`src/rtl/sfcc_pkg.sv`:
```
package sfcc_pkg;

   localparam int unsigned FRAME_DATA_BYTES = 8;
   localparam int unsigned FRAME_DONE       = 9;
   localparam logic [7:0]  CRC_POLY_REFL    = 8'h8C;
   localparam logic [7:0]  LIMIT_RESET      = 8'd10;
   localparam logic [7:0]  COUNT_MAX        = 8'hFF;

   // request kinds (tuser of the request side)
   localparam logic MODE_PRESENCE = 1'b0;
   localparam logic MODE_BYTE     = 1'b1;

   // presence outcomes
   localparam logic [1:0] PRES_OK      = 2'd0;
   localparam logic [1:0] PRES_NONE    = 2'd1;
   localparam logic [1:0] PRES_SHORTED = 2'd2;

   // register indexes
   localparam logic CSR_CRC_LIMIT     = 1'b0;
   localparam logic CSR_CONNECT_LIMIT = 1'b1;

   typedef enum logic [1:0] {
      KIND_TEMP  = 2'd0,
      KIND_RETRY = 2'd1,
      KIND_ERROR = 2'd2
   } result_kind_type;

   typedef enum logic [1:0] {
      ERR_NONE    = 2'd0,
      ERR_SHORT   = 2'd1,
      ERR_NO_DEV  = 2'd2,
      ERR_CRC     = 2'd3
   } error_code_type;

   typedef struct packed {
      logic [7:0]         computed_crc;
      logic signed [15:0] temperature_tenths;
      error_code_type     error_code;
      result_kind_type    result_kind;
   } rsp_type;

   // reflected crc-8, one byte, bit at a time
   function automatic logic [7:0] crc8_update(input logic [7:0] crc, input logic [7:0] data);
      logic [7:0] c;
      c = crc ^ data;
      for (int i = 0; i < 8; i++) begin
         if (c[0]) begin
            c = (c >> 1) ^ CRC_POLY_REFL;
         end else begin
            c = c >> 1;
         end
      end
      return c;
   endfunction

endpackage

```
`src/rtl/sensor_frame_crc_check_and_convert.sv`:
```
// channel  | dir | handshake               | payload
// ---------+-----+-------------------------+------------------------------------------
// req      | in  | req_tvalid / req_tready | tuser: mode; tdata: status, data byte
// rsp      | out | rsp_tvalid / rsp_tready | tuser: result kind; tdata: code, temp, crc
// csr      | in  | csr_valid / csr_ready   | csr_index, csr_data (8-bit limits)
//
// one request per cycle unless a held result stalls the request side: the frame state updates
// in the accepting cycle and any result lands in the output register on the next edge
// the crc byte update (eight shift/xor steps) and the shift-add x5 set the path
// reset is synchronous; limits come back at 10, counters and frame state at zero
// a held result blocks the request side only while rsp_tready stays low
module sensor_frame_crc_check_and_convert (
   input  logic        clock,
   input  logic        reset,
   input  logic        req_tvalid,
   output logic        req_tready,
   input  logic        req_tuser,   // [0] mode
   input  logic [15:0] req_tdata,   // [1:0] presence_status, [9:2] data_byte, rest zero
   output logic        rsp_tvalid,
   input  logic        rsp_tready,
   output logic [1:0]  rsp_tuser,   // [1:0] result_kind
   output logic [31:0] rsp_tdata,   // [1:0] error_code, [17:2] temperature_tenths,
                                    // [25:18] computed_crc, rest zero
   input  logic        csr_valid,
   output logic        csr_ready,
   input  logic        csr_index,
   input  logic [7:0]  csr_data
);

   // configuration
   logic [7:0] crc_limit_ff, connect_limit_ff;

   // frame state
   logic [7:0] crc_acc_ff, crc_acc_in;
   logic [3:0] byte_pos_ff, byte_pos_in;
   logic [7:0] temp_lo_ff, temp_lo_in;
   logic [7:0] temp_hi_ff, temp_hi_in;
   logic [7:0] crc_fail_ff, crc_fail_in;
   logic [7:0] conn_fail_ff, conn_fail_in;

   // output register
   logic                 rsp_valid_ff;
   sfcc_pkg::rsp_type    rsp_ff, rsp_in;
   logic                 rsp_load;

   logic       accept;
   logic       mode;
   logic [1:0] status;
   logic [7:0] data_byte;

   logic [7:0]  crc_next;
   logic [7:0]  conn_bumped, crc_bumped;
   logic [12:0] raw_q;
   logic [15:0] q_ext;
   logic [15:0] tenths;

   assign csr_ready  = 1'b1;
   assign req_tready = !rsp_valid_ff || rsp_tready;
   assign accept     = req_tvalid && req_tready;

   assign mode      = req_tuser;
   assign status    = req_tdata[1:0];
   assign data_byte = req_tdata[9:2];

   assign crc_next    = sfcc_pkg::crc8_update(crc_acc_ff, data_byte);
   assign conn_bumped = (conn_fail_ff == sfcc_pkg::COUNT_MAX) ? conn_fail_ff : conn_fail_ff + 8'd1;
   assign crc_bumped  = (crc_fail_ff == sfcc_pkg::COUNT_MAX) ? crc_fail_ff : crc_fail_ff + 8'd1;

   // raw >> 3 as a 13-bit signed value, times five by shift-add
   assign raw_q  = {temp_hi_ff, temp_lo_ff[7:3]};
   assign q_ext  = {{3{raw_q[12]}}, raw_q};
   assign tenths = (q_ext << 2) + q_ext;

   always_comb begin
      crc_acc_in   = crc_acc_ff;
      byte_pos_in  = byte_pos_ff;
      temp_lo_in   = temp_lo_ff;
      temp_hi_in   = temp_hi_ff;
      crc_fail_in  = crc_fail_ff;
      conn_fail_in = conn_fail_ff;
      rsp_load     = 1'b0;
      rsp_in.result_kind        = sfcc_pkg::KIND_TEMP;
      rsp_in.error_code         = sfcc_pkg::ERR_NONE;
      rsp_in.temperature_tenths = '0;
      rsp_in.computed_crc       = '0;

      if (mode == sfcc_pkg::MODE_PRESENCE) begin
         // any presence outcome aborts the frame
         byte_pos_in = '0;
         crc_acc_in  = '0;
         if (status != sfcc_pkg::PRES_OK) begin
            rsp_load = 1'b1;
            if (conn_bumped < connect_limit_ff) begin
               conn_fail_in       = conn_bumped;
               rsp_in.result_kind = sfcc_pkg::KIND_RETRY;
            end else begin
               conn_fail_in       = '0;
               rsp_in.result_kind = sfcc_pkg::KIND_ERROR;
               // status three counts as no sensor
               rsp_in.error_code  = (status == sfcc_pkg::PRES_SHORTED) ?
                                    sfcc_pkg::ERR_SHORT : sfcc_pkg::ERR_NO_DEV;
            end
         end
      end else if (byte_pos_ff < 4'(sfcc_pkg::FRAME_DATA_BYTES)) begin
         if (byte_pos_ff == 4'd0) begin
            temp_lo_in = data_byte;
         end
         if (byte_pos_ff == 4'd1) begin
            temp_hi_in = data_byte;
         end
         crc_acc_in  = crc_next;
         byte_pos_in = byte_pos_ff + 4'd1;
      end else if (byte_pos_ff == 4'(sfcc_pkg::FRAME_DATA_BYTES)) begin
         // check byte: exactly one result, then hold until next presence
         byte_pos_in         = 4'(sfcc_pkg::FRAME_DONE);
         rsp_load            = 1'b1;
         rsp_in.computed_crc = crc_acc_ff;
         if (data_byte != crc_acc_ff) begin
            if (crc_bumped < crc_limit_ff) begin
               crc_fail_in        = crc_bumped;
               rsp_in.result_kind = sfcc_pkg::KIND_RETRY;
            end else begin
               crc_fail_in        = '0;
               rsp_in.result_kind = sfcc_pkg::KIND_ERROR;
               rsp_in.error_code  = sfcc_pkg::ERR_CRC;
            end
         end else begin
            crc_fail_in               = '0;
            rsp_in.temperature_tenths = tenths;
         end
      end
      // bytes past the frame are dropped
   end

   always_ff @(posedge clock) begin
      if (reset) begin
         crc_limit_ff     <= sfcc_pkg::LIMIT_RESET;
         connect_limit_ff <= sfcc_pkg::LIMIT_RESET;
         crc_acc_ff       <= '0;
         byte_pos_ff      <= '0;
         temp_lo_ff       <= '0;
         temp_hi_ff       <= '0;
         crc_fail_ff      <= '0;
         conn_fail_ff     <= '0;
         rsp_valid_ff     <= 1'b0;
      end else begin
         if (csr_valid && csr_ready) begin
            if (csr_index == sfcc_pkg::CSR_CRC_LIMIT) begin
               crc_limit_ff <= csr_data;
            end
            if (csr_index == sfcc_pkg::CSR_CONNECT_LIMIT) begin
               connect_limit_ff <= csr_data;
            end
         end
         if (accept) begin
            crc_acc_ff   <= crc_acc_in;
            byte_pos_ff  <= byte_pos_in;
            temp_lo_ff   <= temp_lo_in;
            temp_hi_ff   <= temp_hi_in;
            crc_fail_ff  <= crc_fail_in;
            conn_fail_ff <= conn_fail_in;
         end
         if (accept && rsp_load) begin
            rsp_valid_ff <= 1'b1;
         end else if (rsp_tready) begin
            rsp_valid_ff <= 1'b0;
         end
      end
   end

   // payload, no reset
   always_ff @(posedge clock) begin
      if (accept && rsp_load) begin
         rsp_ff <= rsp_in;
      end
   end

   assign rsp_tvalid = rsp_valid_ff;
   assign rsp_tuser  = rsp_ff.result_kind;
   assign rsp_tdata  = {6'd0, rsp_ff.computed_crc, rsp_ff.temperature_tenths, rsp_ff.error_code};

endmodule

```
`config.mk`:
```
export PLATFORM = sky130hd
export DESIGN_NAME = sensor_frame_crc_check_and_convert
export DESIGN_NICKNAME = d
export VERILOG_FILES = /design/src/rtl/sfcc_pkg.sv /design/src/rtl/sensor_frame_crc_check_and_convert.sv
export SDC_FILE = /design/constraint.sdc
export NUM_CORES = 1
export LEC_CHECK = 0
export ABC_AREA = 1
export BUFFER_PORTS_ARGS = -buffer_cell sky130_fd_sc_hd__buf_2
export CAP_MARGIN = 5
export CORE_MARGIN = 4
export CORE_UTILIZATION = 55
export CTS_BUF_LIST = sky130_fd_sc_hd__clkbuf_8
export DETAILED_ROUTE_END_ITERATION = 10
export PLACE_DENSITY_LB_ADDON = 0.25
export SLEW_MARGIN = 20
export SYNTH_ARGS = -nofsm -noshare
export SYNTH_HDL_FRONTEND = slang
export SYNTH_SLANG_ARGS = --single-unit
export TNS_END_PERCENT = 30
```
`constraint.sdc`:
```
create_clock -name clock -period 6.1 [get_ports clock]
set_clock_uncertainty 0.05 [all_clocks]
set_input_delay 0.915 -clock clock [delete_from_list [all_inputs] [get_ports clock]]
set_output_delay 0.915 -clock clock [all_outputs]
set_load 0.03 [all_outputs]
```
Word level (Yosys, flattened, before mapping)
Index checks and enable logic that the tools add are counted.
{"block": "op_classes", "addsub": 4, "magnitude_cmp": 3, "eq_ne": 8, "muxes": 34, "n_bitwise": 13, "n_reduce_logical": 17}
{"op": "two-way mux 8 bit", "n": 15}
{"op": "two-way mux 4 bit", "n": 8}
{"op": "inverter 2 -> 3 bit", "n": 8}
{"op": "adder 15 x 13 -> 16 bit", "n": 1}
{"op": "adder 8 x 1 -> 8 bit, second input constant", "n": 2}
{"op": "equality test 8 bit, second input constant", "n": 2}
{"op": "< comparator 8 bit", "n": 2}
{"op": "AND reduction 4 bit", "n": 3}
{"op": "two-way mux 2 bit", "n": 5}
{"op": "inequality test 8 bit", "n": 1}
{"op": "AND reduction 2 bit", "n": 4}
{"op": "bitwise XOR 8 bit", "n": 1}
{"op": "two-way mux 1 bit", "n": 6}
{"op": "adder 4 x 1 -> 4 bit, second input constant", "n": 1}
{"op": "equality test 4 x 1 -> 1 bit, second input constant", "n": 1}
{"op": "equality test 4 bit, second input constant", "n": 1}
{"op": "logical NOT 4 bit", "n": 1}
{"op": "< comparator 4 bit, second input constant", "n": 1}
{"op": "inverter 1 bit", "n": 4}
{"op": "nonzero test 2 bit", "n": 2}
{"op": "OR reduction 4 bit", "n": 1}
{"op": "inequality test 3 x 1 -> 1 bit, second input constant", "n": 1}
{"op": "AND reduction 3 bit", "n": 1}
{"op": "OR reduction 3 bit", "n": 1}
{"op": "5 further kinds", "n": 6}
{"block": "totals", "ff_bits": 89, "inputBits": 31, "output_inout_bits": 37}

Logic depth before layout (Yosys ltp)
{"block": "depth", "ltp_word": 19, "depth_mapped": 17, "depth_no_buf": 16}

Worst setup path after synthesis
Ideal clock, no wire load.
{"block": "synth_timing", "path_kind": "input port to flip-flop", "start": "input rsp_tready", "end": "register rsp_ff, in the netlist rsp_tdata[0], enable pin", "setup_ns": 0.383, "t_arrival_ns": 2.145, "required_time_ns": 5.667, "path_slack_ns": 3.522, "stages": 6, "cell_sequence": "inv_1 > nand2_1 > nand2_1 > inv_1 > o21ai_0 > inv_1"}
{"block": "synth_via", "elab_chain_len": 3}
{"item": "start: declaration", "line_no": "sensor_frame_crc_check_and_convert.sv:20", "source": "input logic rsp_tready,"}
{"item": "logical OR 1 bit", "line_no": "sensor_frame_crc_check_and_convert.sv:58", "source": "assign req_tready = !rsp_valid_ff || rsp_tready;"}
{"item": "named net req_tready", "line_no": "sensor_frame_crc_check_and_convert.sv:16", "source": "output logic req_tready,"}
{"item": "logical AND 1 bit", "line_no": "sensor_frame_crc_check_and_convert.sv:59", "source": "assign accept = req_tvalid && req_tready;"}
{"item": "logical AND 1 bit", "line_no": "sensor_frame_crc_check_and_convert.sv:173", "source": "if (accept && rsp_load) begin"}
{"item": "end signal: assignment", "line_no": "sensor_frame_crc_check_and_convert.sv:174", "source": "rsp_ff <= rsp_in;"}
{"item": "end: declaration", "line_no": "sensor_frame_crc_check_and_convert.sv:43", "source": "sfcc_pkg::rsp_type rsp_ff, rsp_in;"}
The timed path passes the listed nets, and every way through them passes these cells.
A chain may end at the register's enable or synchronous reset.

==> metrics.cfg <==
[route]
wirelength_um=10160
via_count=4285
drtPass1Iterations=5
first_iter_violations=184
post_drt_wl_per_cell_um=12.49
antenna_left=0
via_per_inst=5.271
drc_errors=0

[global_route]
grt_pass1_wl_um=17160
grt_overflow=0
track_usage_pct=20.16
grt_pass1_vias=4017
grt_start_max_net_pins=32
antenna_found_initial=0

[sta]
fin_setup_tns_ns=0
whs_ns=0.4181
tightestPinTransition_ns=0.9369
maxSlewHeadroom_pct=37.06
rsz0062_at_grt=false
fin_crit_ns=2.864
setup_slack_ns=3.236
fin_crit_sh_pct=46.96
timing_hold_violations_final=0
clock.fmax_ghz=0.3491
slew_violations=0
setup_viol=0

[final_layout]
drive_gt1_share_pct=13.33
postLayoutCoreUtil_pct=62.35
area_delta_synth_final_pct=10.78
fin_area_um2=5438
layout.nets=763
final_cells=813
num_antenna_cells=0
fill_cells=768

[clocking]
cts_buffers=9
ctsResizeCount=0
clk_transition_reported_paths_ns=0.08
clkLatencyLatePin_ns=0.36
cts_tree=done
root_buffer=clkbuf_8
cts_setup_buffers=0
numClockSinks=86
clock_path_buffers=2
postCtsHoldBufs=0
htree_levels=3

[logic_synthesis]
synthArstFlopShare_pct=0
yosysMostFrequentCell=nand2_1
synth_seq_cells=86
yosys.area.top_type=dfxtp_1
syn_area_per_cell_um2=7.575
ys_warn_count=0
synth_ff_type=dfxtp_1
synth_commonest_cells=nand2_1, inv_1, nor2_1, a21oi_1, dfxtp_1
ys_types=41
synth_cells=648
synth.area.top_cells=dfxtp_1, edfxtp_1, nand2_1
syn_area_um2=4908
ys_seq_area_share_pct=40.79
synth_top_area_share_pct=23.66
synth_edf_count=28

[critical_path]
path_cells=ha_1, nand2_1, nor2_4, nand2_1, inv_2, a21oi_1, inv_1, ha_1, a21oi_1, nor2_1, a211oi_2, nand2_1, nand2_1, nand2_1
reg2regPathDepth=14
cp-end-kind=flip-flop
cpMaxStageDelayCell=a211oi_2
critPathRequiredTime_ns=6.16
startpoint_type=flip-flop
worstSetupPathType=flip-flop to flip-flop
path_delay_family=compound AO/OA/AOI/OAI gates
path_buf_inv=2
path_common_cell=nand2_1
max_stage_delay_ns=0.51
reg2reg_from=crc_fail_ff[0]
worstPathMaxFanout=10
r2r_slack_ns=3.24
r2r-end=rsp_tdata[1]
crit_arrival_ns=2.92

[worst_hold_path]
whs_path_depth=2
min_from=crc_limit_ff[6]
holdPathEnd=crc_limit_ff[6]
hp-class=flip-flop to flip-flop

[placement]
placed_area_um2=5230
gp_congestion=0.8740
place_ws_ns=3.146
portBuffers=54
dp_hpwl_um=7714
dpl.cell_count=797

[floorplan]
coreArea_um2=8721
die_h_um=102.5
die_x_um=102.5
start_util_pct=56.28
num_io_pins=68
dieArea_um2=10500
row_count=34

[pwr]
peakVddDrop_uv=109.7
finalPower_mw=1.224
power_per_cell_area_nw_per_um2=225.1
p_leak_nw=2.456

[flow_run]
cap_violations=0

[run_status]
status=finished, final reports clean

[state kept, by name, indices dropped and copies added (netlist names)]
register,cells
rsp_tdata,26
crc_acc_ff,8
connect_limit_ff,8
rsp_tuser,2
crc_limit_ff,8
rsp_tvalid,1
byte_pos_ff,4
temp_hi_ff,8
crc_fail_ff,8
temp_lo_ff,5
conn_fail_ff,8
[layer usage]
| metal | GRT usage (%) | part of all wire [%] | vias up |
|---|---|---|---|
| met1 | 24.82 | 44 | 1951 |
| met4 | 8.981 | 2.6 | 0 |
| li1 | - | - | 2204 |
| met3 | 2.867 | 3.9 | 23 |
| met2 | 34.91 | 49 | 107 |
| met5 | 0 | 0 | - |
[worst max path at each step]
stage                              end  cells after the start            start
after global placement    rsp_tdata[2]                      6        req_tuser
after floorplan           rsp_tdata[0]                      6       rsp_tready
final                     rsp_tdata[1]                     14   crc_fail_ff[0]
after detailed placement  rsp_tdata[4]                      6        req_tuser
after CTS                 rsp_tdata[0]                     12  conn_fail_ff[0]
after global routing      rsp_tdata[0]                     12  conn_fail_ff[0]
[cell usage in the layout (no fill, tap or decap), types with 11 or more instances in the layout]
cell type,instances
dfxtp_1,58
edfxtp_1,28
buf_2,54
a21oi_1,69
clkbuf_8,11
nand2_1,121
inv_1,90
nor2_1,73
nand3_1,43
o21ai_0,42
ha_1,31
[power by group]
group / switching [mW] / internal [mW]
registers: 0.0137 / 0.613
clock network: 0.205 / 0.212
logic: 0.121 / 0.0588
total: 0.340 / 0.884
[layout make-up]
class / count / area [µm²] / area share, %
clock buffers: 11 / 151.4 / 2.784
flip-flops and latches: 86 / 2002 / 36.82
inverters: 97 / 364.1 / 6.696
multi-input cells: 452 / 2459 / 45.21
clock inverters: 5 / 56.30 / 1.035
well taps: 108 / 135.1 / 2.485
repair buffers: 54 / 270.3 / 4.970
[logic make-up (layout without fill, tap and decap cells)]
logic type | count (synthesis) | count (layout) | synth area share [%]
other cells | 2 | 7 | 0.1530
simple gates | 260 | 260 | 22.59
buf+inv | 115 | 167 | 9.508
xor+xnor | 19 | 19 | 3.696
compound gates | 134 | 134 | 14.96
fa+ha+maj | 32 | 32 | 8.310
flops | 86 | 86 | 40.79
[worst min-delay path, cell delays in order, from the launching register on]
cell     delay [ns]
dfxtp_1        0.30
inv_1          0.06
a21oi_1        0.06
Power figures use the tool's default switching activity.
